<file path="src/evs_pkg.sv">
// Shared types, mode and command codes, and valve masks for the engine valve sequencer.
package evs_pkg;

	typedef logic [2:0] mode_t;
	typedef logic [6:0] valves_t;
	typedef logic [3:0] cmd_t;
	typedef logic [1:0] cfg_idx_t;
	typedef logic [31:0] ms_t;

	localparam mode_t MODE_IDLE   = 3'd0;
	localparam mode_t MODE_ARMED  = 3'd1;
	localparam mode_t MODE_HOT    = 3'd2;
	localparam mode_t MODE_MANUAL = 3'd3;
	localparam mode_t MODE_KEY    = 3'd4;

	localparam cmd_t CMD_TOGGLE_FIRST = 4'd1;
	localparam cmd_t CMD_TOGGLE_LAST  = 4'd7;
	localparam cmd_t CMD_PRESSURIZE   = 4'd8;
	localparam cmd_t CMD_DEPRESSURIZE = 4'd9;
	localparam cmd_t CMD_FIRE         = 4'd10;
	localparam cmd_t CMD_ABORT        = 4'd11;
	localparam cmd_t CMD_MANUAL       = 4'd12;
	localparam cmd_t CMD_ORIGIN       = 4'd13;

	localparam cfg_idx_t CFG_FIRE_DURATION  = 2'd0;
	localparam cfg_idx_t CFG_PURGE_DURATION = 2'd1;
	localparam cfg_idx_t CFG_KERO_DELAY     = 2'd2;

	localparam valves_t V_KISO  = 7'h01;
	localparam valves_t V_LISO  = 7'h02;
	localparam valves_t V_KMAIN = 7'h04;
	localparam valves_t V_LMAIN = 7'h08;
	localparam valves_t V_KVENT = 7'h10;
	localparam valves_t V_LVENT = 7'h20;
	localparam valves_t V_PURGE = 7'h40;
	localparam valves_t V_NONE  = 7'h00;

	localparam ms_t IDLE_PURGE_MS      = 32'd4000;
	localparam ms_t IGNITION_WINDOW_MS = 32'd3000;

	localparam ms_t FIRE_DURATION_RESET  = 32'd5000;
	localparam ms_t PURGE_DURATION_RESET = 32'd4000;
	localparam ms_t KERO_DELAY_RESET     = 32'd100;

endpackage

</file>
<file path="src/engine_valve_sequencer.sv">
// Engine valve sequencer: input register, mode and valve update logic, and result register.
//
// Each transfer on the input channel carries one tick: a command code, the key switch and
// break-wire levels and the time elapsed since the last timer restart. The block answers
// every tick with exactly one result: the new mode, the seven valve bits, the igniter level,
// a flag that says the tick changed mode or valves, and a request to restart the elapsed-time
// reference. A tick is taken into an input register, evaluated against the held state by
// combinational compare and flag logic, and its result is written into the output
// register. One tick can be taken every cycle while the output side keeps up. The three
// timing registers are written through the configuration port and should only be changed
// while no tick is in flight.
module engine_valve_sequencer (
	input  logic                clk,
	input  logic                arst_n,
	input  logic                cfg_wr_en,
	input  evs_pkg::cfg_idx_t   cfg_index,
	input  evs_pkg::ms_t        cfg_data,
	input  logic                in_valid,
	output logic                in_ready,
	input  evs_pkg::cmd_t       req_type,
	input  logic                key_switch,
	input  logic                break_wire,
	input  evs_pkg::ms_t        time_elapsed_ms,
	output logic                out_valid,
	input  logic                out_ready,
	output evs_pkg::mode_t      mode,
	output evs_pkg::valves_t    valves,
	output logic                igniter,
	output logic                changed,
	output logic                restart_timer
);
	import evs_pkg::*;

	ms_t     fire_duration_q;
	ms_t     purge_duration_q;
	ms_t     kero_delay_q;

	logic    valid_s1;
	cmd_t    req_type_s1;
	logic    key_switch_s1;
	logic    break_wire_s1;
	ms_t     time_elapsed_s1;

	mode_t   mode_q;
	valves_t valves_q;
	logic    igniter_q;
	logic    fire_ended_q;
	logic    ignition_seen_q;
	logic    out_valid_q;
	logic    changed_q;
	logic    restart_q;

	logic    advance;
	mode_t   mode_nx;
	valves_t valves_nx;
	logic    igniter_nx;
	logic    fire_ended_nx;
	logic    ignition_seen_nx;
	logic    chg_nx;
	logic    restart_nx;
	logic    lox_open;

	assign advance  = valid_s1 && (!out_valid_q || out_ready);
	assign in_ready = !valid_s1 || advance;

	always_ff @(posedge clk or negedge arst_n) begin
		if (!arst_n) begin
			fire_duration_q  <= FIRE_DURATION_RESET;
			purge_duration_q <= PURGE_DURATION_RESET;
			kero_delay_q     <= KERO_DELAY_RESET;
		end else if (cfg_wr_en) begin
			unique case (cfg_index)
				CFG_FIRE_DURATION:  fire_duration_q  <= cfg_data;
				CFG_PURGE_DURATION: purge_duration_q <= cfg_data;
				CFG_KERO_DELAY:     kero_delay_q     <= cfg_data;
				default: ;
			endcase
		end
	end

	always_ff @(posedge clk or negedge arst_n) begin
		if (!arst_n) begin
			valid_s1 <= 1'b0;
		end else if (in_ready) begin
			valid_s1 <= in_valid;
		end
	end

	always_ff @(posedge clk) begin
		if (in_ready && in_valid) begin
			req_type_s1     <= req_type;
			key_switch_s1   <= key_switch;
			break_wire_s1   <= break_wire;
			time_elapsed_s1 <= time_elapsed_ms;
		end
	end

	always_comb begin
		mode_nx          = mode_q;
		valves_nx        = valves_q;
		igniter_nx       = igniter_q;
		fire_ended_nx    = fire_ended_q;
		ignition_seen_nx = ignition_seen_q;
		chg_nx           = 1'b0;
		restart_nx       = 1'b0;
		lox_open         = 1'b0;

		if (mode_q != MODE_KEY && !key_switch_s1) begin
			mode_nx   = MODE_KEY;
			valves_nx = V_PURGE;
			chg_nx    = 1'b1;
		end

		unique case (mode_q)
			MODE_IDLE: begin
				if (req_type_s1 == CMD_PRESSURIZE) begin
					mode_nx   = MODE_ARMED;
					valves_nx = valves_nx | V_KISO | V_LISO | V_KVENT | V_LVENT;
					chg_nx    = 1'b1;
				end
				if (req_type_s1 == CMD_MANUAL) begin
					mode_nx = MODE_MANUAL;
					chg_nx  = 1'b1;
				end
				if ((valves_nx & V_PURGE) != V_NONE && time_elapsed_s1 >= IDLE_PURGE_MS) begin
					valves_nx     = valves_nx & ~V_PURGE;
					fire_ended_nx = 1'b0;
					chg_nx        = 1'b1;
				end
			end
			MODE_ARMED: begin
				if (req_type_s1 == CMD_FIRE) begin
					igniter_nx = 1'b1;
					restart_nx = 1'b1;
					mode_nx    = MODE_HOT;
					chg_nx     = 1'b1;
				end
				if (req_type_s1 == CMD_DEPRESSURIZE) begin
					mode_nx   = MODE_IDLE;
					valves_nx = valves_nx & ~(V_KISO | V_LISO | V_KVENT | V_LVENT);
					chg_nx    = 1'b1;
				end
				if (req_type_s1 == CMD_MANUAL) begin
					mode_nx = MODE_MANUAL;
					chg_nx  = 1'b1;
				end
			end
			MODE_HOT: begin
				if (req_type_s1 == CMD_ABORT) begin
					valves_nx     = V_PURGE;
					mode_nx       = MODE_IDLE;
					restart_nx    = 1'b1;
					fire_ended_nx = 1'b1;
					chg_nx        = 1'b1;
				end
				if (req_type_s1 == CMD_MANUAL) begin
					mode_nx = MODE_MANUAL;
					chg_nx  = 1'b1;
				end
				lox_open = (valves_nx & V_LMAIN) != V_NONE;
				priority if (time_elapsed_s1 <= IGNITION_WINDOW_MS && !break_wire_s1
						&& !lox_open && !fire_ended_nx) begin
					valves_nx        = valves_nx | V_LMAIN;
					igniter_nx       = 1'b0;
					ignition_seen_nx = 1'b1;
					restart_nx       = 1'b1;
					chg_nx           = 1'b1;
				end else if (time_elapsed_s1 >= kero_delay_q && lox_open
						&& (valves_nx & V_KMAIN) == V_NONE && ignition_seen_nx
						&& !fire_ended_nx) begin
					valves_nx = valves_nx | V_KMAIN;
					chg_nx    = 1'b1;
				end else if (time_elapsed_s1 >= fire_duration_q && !fire_ended_nx
						&& ignition_seen_nx) begin
					valves_nx        = (valves_nx & ~(V_KMAIN | V_LMAIN)) | V_PURGE;
					restart_nx       = 1'b1;
					fire_ended_nx    = 1'b1;
					ignition_seen_nx = 1'b0;
					chg_nx           = 1'b1;
				end else if (time_elapsed_s1 > purge_duration_q && fire_ended_nx
						&& !ignition_seen_nx) begin
					valves_nx     = V_NONE;
					mode_nx       = MODE_IDLE;
					fire_ended_nx = 1'b0;
					chg_nx        = 1'b1;
				end else if (time_elapsed_s1 > IGNITION_WINDOW_MS && break_wire_s1
						&& !lox_open) begin
					mode_nx       = MODE_ARMED;
					igniter_nx    = 1'b0;
					fire_ended_nx = 1'b0;
					chg_nx        = 1'b1;
				end else begin
					// No timed step applies on this tick.
				end
			end
			MODE_MANUAL: begin
				if (req_type_s1 == CMD_ORIGIN) begin
					valves_nx = V_NONE;
					mode_nx   = MODE_IDLE;
					chg_nx    = 1'b1;
				end
				if (req_type_s1 == CMD_PRESSURIZE && (valves_nx & V_KISO) != V_NONE
						&& (valves_nx & V_LISO) != V_NONE
						&& (valves_nx & (V_KMAIN | V_LMAIN)) == V_NONE) begin
					mode_nx = MODE_ARMED;
					chg_nx  = 1'b1;
				end
				if (req_type_s1 >= CMD_TOGGLE_FIRST && req_type_s1 <= CMD_TOGGLE_LAST) begin
					valves_nx = valves_nx ^ (7'h01 << (req_type_s1 - CMD_TOGGLE_FIRST));
					chg_nx    = 1'b1;
				end
			end
			default: begin
				if (key_switch_s1) begin
					mode_nx = MODE_IDLE;
					chg_nx  = 1'b1;
				end
			end
		endcase
	end

	always_ff @(posedge clk or negedge arst_n) begin
		if (!arst_n) begin
			mode_q          <= MODE_IDLE;
			valves_q        <= V_NONE;
			igniter_q       <= 1'b0;
			fire_ended_q    <= 1'b0;
			ignition_seen_q <= 1'b0;
			out_valid_q     <= 1'b0;
			changed_q       <= 1'b0;
			restart_q       <= 1'b0;
		end else begin
			if (advance) begin
				mode_q          <= mode_nx;
				valves_q        <= valves_nx;
				igniter_q       <= igniter_nx;
				fire_ended_q    <= fire_ended_nx;
				ignition_seen_q <= ignition_seen_nx;
				changed_q       <= chg_nx;
				restart_q       <= restart_nx;
			end
			if (advance) begin
				out_valid_q <= 1'b1;
			end else if (out_ready) begin
				out_valid_q <= 1'b0;
			end
		end
	end

	assign out_valid     = out_valid_q;
	assign mode          = mode_q;
	assign valves        = valves_q;
	assign igniter       = igniter_q;
	assign changed       = changed_q;
	assign restart_timer = restart_q;

	// A timer restart always comes with a change of mode or valves.
	a_restart_implies_change: assert property (@(posedge clk) disable iff (!arst_n)
		out_valid_q && restart_q |-> changed_q)
		else $error("restart_timer without changed");

	// The held state moves only when a tick is evaluated.
	a_state_holds: assert property (@(posedge clk) disable iff (!arst_n)
		!advance |=> $stable(mode_q) && $stable(valves_q) && $stable(igniter_q))
		else $error("state changed without an evaluated tick");

	// A tick that reports no change leaves mode and valves as they were.
	a_no_change_no_update: assert property (@(posedge clk) disable iff (!arst_n)
		advance && !chg_nx |-> mode_nx == mode_q && valves_nx == valves_q)
		else $error("mode or valves changed while changed is low");

	// The input stage is never overwritten while it holds an unevaluated tick.
	a_no_overwrite: assert property (@(posedge clk) disable iff (!arst_n)
		valid_s1 && !advance |-> !in_ready)
		else $error("input register accepted a transfer while occupied");

endmodule
</file>
<file path="config.mk">
export PLATFORM = sky130hd
export DESIGN_NAME = engine_valve_sequencer
export DESIGN_NICKNAME = d
export VERILOG_FILES = /design/src/evs_pkg.sv /design/src/engine_valve_sequencer.sv
export SDC_FILE = /design/constraint.sdc
export NUM_CORES = 1
export LEC_CHECK = 0
export BUFFER_PORTS_ARGS = -buffer_cell sky130_fd_sc_hd__buf_2
export CORE_UTILIZATION = 45
export DETAILED_ROUTE_END_ITERATION = 8
export SLEW_MARGIN = 20
export SYNTH_ARGS = -nofsm -noshare
export SYNTH_HDL_FRONTEND = slang
export SYNTH_SLANG_ARGS = --single-unit
</file>
<file path="constraint.sdc">
create_clock -name clk -period 6.7 [get_ports clk]
set_input_delay 2.01 -clock clk [delete_from_list [all_inputs] [get_ports clk]]
set_output_delay 2.01 -clock clk [all_outputs]
set_load 0.02 [all_outputs]
</file>
### Word level (Yosys, flattened, before mapping)

Index checks and enable logic that the tools add are counted.

* shift-type cells: 1
* add/sub/neg operators: 1
* eq/ne operators: 19
* bitwise gates (word level): 1
* multiplexer cells: 78
* order comparisons: 8
* reduce and logical (&&, ||, !) cells: 44

Operators with widths (count)
* $mux W7: 12
* $ge A32 B32 Y1: 2
* $mux W3: 16
* $mux W1: 42
* $ge A32 B12 Y1 const B: 1
* $gt A32 B12 Y1 const B: 1
* $gt A32 B32 Y1: 1
* $le A32 B12 Y1 const B: 1
* $pmux W7 S4: 1
* $eq A4 B4 Y1 const B: 6
* $logic_and A1 B1 Y1: 21
* $ne A3 B3 Y1 const B: 5
* $logic_not A7 Y1: 2
* $mux W6: 2
* $pmux W3 S4: 1
* $reduce_bool A2 Y1: 4
* $logic_not A1 Y1: 7
* $reduce_and A7 Y1: 1
* $shl A1 B4 Y7 const A: 1
* $xor A7 B7 Y7: 1
* $eq A3 B2 Y1 const B: 2
* $ne A2 B2 Y1 const B: 3
* $pmux W1 S2: 3
* $reduce_and A2 Y1: 3
* 12 further kinds: 13

* output and inout port bits: 15
* word-level logic and storage cells: 168
* bits in registers: 151
* input port bits: 77

### Logic depth before layout (Yosys ltp)

* depth in word-level cells: 13
* gate-level depth with buffers: 9
* depth with buffers taken out: 9

### Worst setup path before layout

No wires, ideal clock.

* path kind: input -> output
* start point: input port out_ready
* end point: output port in_ready
* arrival: 2.333 ns
* stages: 2
* path slack: 2.357 ns
* buffers on the path: 0
* required time: 4.690 ns
* cell sequence: nor2b_1 nand2_1

* cells in the longest elaborated chain, start to end: 3

RTL lines
* start: declaration: RTL line engine_valve_sequencer.sv:25 `input logic out_ready,`
* $logic_or A1 B1 Y1: RTL line engine_valve_sequencer.sv:63 `assign advance = valid_s1 && (!out_valid_q || out_ready);`
* $logic_and A1 B1 Y1: RTL line engine_valve_sequencer.sv:63
* $logic_or A1 B1 Y1: RTL line engine_valve_sequencer.sv:64 `assign in_ready = !valid_s1 || advance;`
* end: declaration: RTL line engine_valve_sequencer.sv:19 `output logic in_ready,`

Every way passes these cells.

### Worst setup path in the final report

Ends and elaborated chain as after synthesis.

==> reports/metrics.cfg <==
[die]
die_height_um = 141.8
die_area_um2 = 20110
coreArea_um2 = 18960
row_count = 50
die_x_um = 141.8
start_util = 0.4641
io_pins = 92

[timing]
finalSetupViolations = 0
rsz0062_at_grt = no
finClkSkew_ns = 0.009985
worst_slew_pin_slew_ns = 0.8377
fin_ws_ns = 2.117
tns_ns = 0
post-route-min-period_ns = 4.583
whs_ns = 0.4991
max_freq_mhz = 218.2
period_share = 0.6840
max-slew-margin-rel = 0.4415
hold_viol = 0
maxSlewViolCount = 0

[yosys]
synth_top_area_frac = 0.2816
synth_fa_ha_area_frac = 0.1365
synth_most_common_cell = inv_1
syn_avg_cell_area_um2 = 10.24
synth_top_family_by_area = compound AO/OA/AOI/OAI gates
synth.area.top_cells = dfrtp_1 (28%), ha_1 (14%), edfxtp_1 (13%)
synth-edff-count = 38
synth_simple_gate_area_share = 0.1240
synth_commonest_cells = inv_1 (101), dfrtp_1 (99), ha_1 (96), nand2_1 (79), o21ai_0 (71)
ys_types = 64
synth_xor_area_frac = 0.001991
synth_area_leader_cell = dfrtp_1
synth-seq-cells = 151
ys.warnings.count = 0
synth_mux_area_frac = 0.08903
synth-compound-area-share = 0.1391
synth_ff_type = dfrtp_1
syn_nets = 1032
async_flop_share = 0.7483
seq_area_frac_synth = 0.4531
netlist_area_um2 = 8797
synthCells = 859

[power]
power_frac_comb = 0.276
leakage_uw = 0.004578
power_uw = 3041
p_seq_frac = 0.409
intPower_uw = 2002
net-switching-power_uw = 1039
powerDensity_nw_per_um2 = 301.6
vdd_drop_max_mv = 0.1592
switching_share = 0.3416
clockPowerShare = 0.314

[cells_and_area]
syn_to_final_growth_pct = 14.62
nets = 1117
num_antenna_cells = 0
drive_gt1_frac = 0.2278
final_cells = 1217

[drt]
dr.first_iter.drc_count = 412
dr.pass1.iters = 5
ant_nets = 0
m1WireLength_mm = 10.22
drc_errors = 0
dr_wl_met3_mm = 1.024
drt-total-wl_mm = 21.05
top_layer_used = met4
drt-wirelength-per-cell_um = 17.30
dr_wl_met2_mm = 9.625
vias_per_cell = 5.454
vias = 6637

[cts]
cts_buffers = 17
insertion_delay_ns = 0.43
cts_buffer_depth = 2
cts_root_buf = clkbuf_16
post_cts_buffers = 0
clk_pin_slew_ns = 0.07
htreeDepth = 4
hold_buffers = 0
clock_sinks = 151
cts_tree = built
cts_resized = 0

[worst_setup_path]
r2r_cells = 7
startpoint_type = primary input
cp_max_fo = 3
critPathRequiredTime_ns = 4.69
cp-end-kind = output port
worstPathArrival_ns = 2.57
crit_type = primary input to output port

[grt]
grt_pass1_vias = 6449
track_usage = 0.2263
grt_max_degree = 64
grt_pass1_wl_mm = 34.73
antenna_found_initial = 0
grt-ovfl-total = 0

[job]
cap_violations = 0

[placement]
pre_cts_slack_ns = 2.116
dpl.cell_count = 1185
place.gp.congestion = 0.8563
dp_hpwl_mm = 14.98
portBuffers = 91

[min_path]
hold_class = register to register
worstHoldPathCells = 2

[status]
outcome = completed

## placed cells by master (no fill, tap or decap), types with 7 or more instances in the layout
| master | n |
|---|---|
| mux2_2 | 66 |
| nand4_1 | 17 |
| nand2_1 | 79 |
| ha_1 | 96 |
| nand3_1 | 16 |
| dfstp_2 | 14 |
| dfrtp_1 | 99 |
| o31ai_1 | 7 |
| buf_2 | 90 |
| edfxtp_1 | 38 |
| nand2b_1 | 8 |
| a211oi_1 | 9 |
| nor4_1 | 8 |
| a21oi_1 | 50 |
| o21ai_0 | 71 |
| clkbuf_16 | 17 |
| inv_1 | 101 |
| nor2_1 | 33 |
| nor2b_1 | 8 |
## kinds of logic (layout without fill, tap and decap cells)
kind of cell | after synthesis | after routing
simple gates | 214 | 214
flops | 151 | 151
xor+xnor | 2 | 2
mux | 70 | 70
buf+inv | 130 | 228
compound gates | 196 | 196
fa+ha+maj | 96 | 96
## per-stage QoR
step	area, um^2	util
final	10080	0.5319
after global routing	10080	0.5319
after detailed placement	9502	0.5013
after CTS	10080	0.5319
after floorplan	8797	-
after global placement	9502	0.5013
## worst max-delay path: stages
cell	delay, ns
buf_2	0.10
nor2b_1	0.18
nand2_1	0.12
buf_2	0.17
## layer usage
layer / vias to the layer above / track usage
met5: - / 0
met4: 0 / 0.05433
met3: 16 / 0.04286
met2: 152 / 0.3521
met1: 3189 / 0.3252
li1: 3280 / -
## state kept, by name (all words and copies together) (netlist names)
| signal | count |
|---|---|
| req_type_s1 | 4 |
| break_wire_s1 | 1 |
| valid_s1 | 1 |
| key_switch_s1 | 1 |
| mode | 3 |
| kero_delay_q | 32 |
| fire_ended_q | 1 |
| out_valid | 1 |
| ignition_seen_q | 1 |
| restart_timer | 1 |
| valves | 7 |
| fire_duration_q | 32 |
| purge_duration_q | 32 |
| changed | 1 |
| time_elapsed_s1 | 32 |
| igniter | 1 |
## worst paths after layout
path / from / to / slack (ns)
setup / recovery: out_ready / in_ready / 2.12
hold / removal: restart_timer / restart_timer / 0.50
setup reg to reg: mode[2] / restart_timer / 3.66
hold reg to reg: restart_timer / restart_timer / 0.50
max in group asynchronous: arst_n / kero_delay_q[20] / 3.79
min in group asynchronous: arst_n / kero_delay_q[13] / 1.69
## power groups by stage
stage | Combinational (uW) | Clock, uW | Sequential, uW
4_1_cts | 842 | 978 | 1240
5_1_grt | 961 | 1010 | 1270
3_3_place_gp | 820 | 0 | 1260
2_1_floorplan | 595 | 0 | 1240
6_report | 840 | 956 | 1240
3_5_place_dp | 836 | 0 | 1260
## area by class of cell
| cell class | count | area (um^2) |
|---|---|---|
| inverters | 101 | 379.1 |
| flip-flops and latches | 151 | 3986 |
| clock buffers | 18 | 439.2 |
| repair buffers | 95 | 488.0 |
| fillers | 1736 | 8872 |
| well taps | 260 | 325.3 |
| clock inverters | 14 | 141.4 |
| multi-input cells | 578 | 4324 |
Power figures use the tool's default switching activity.
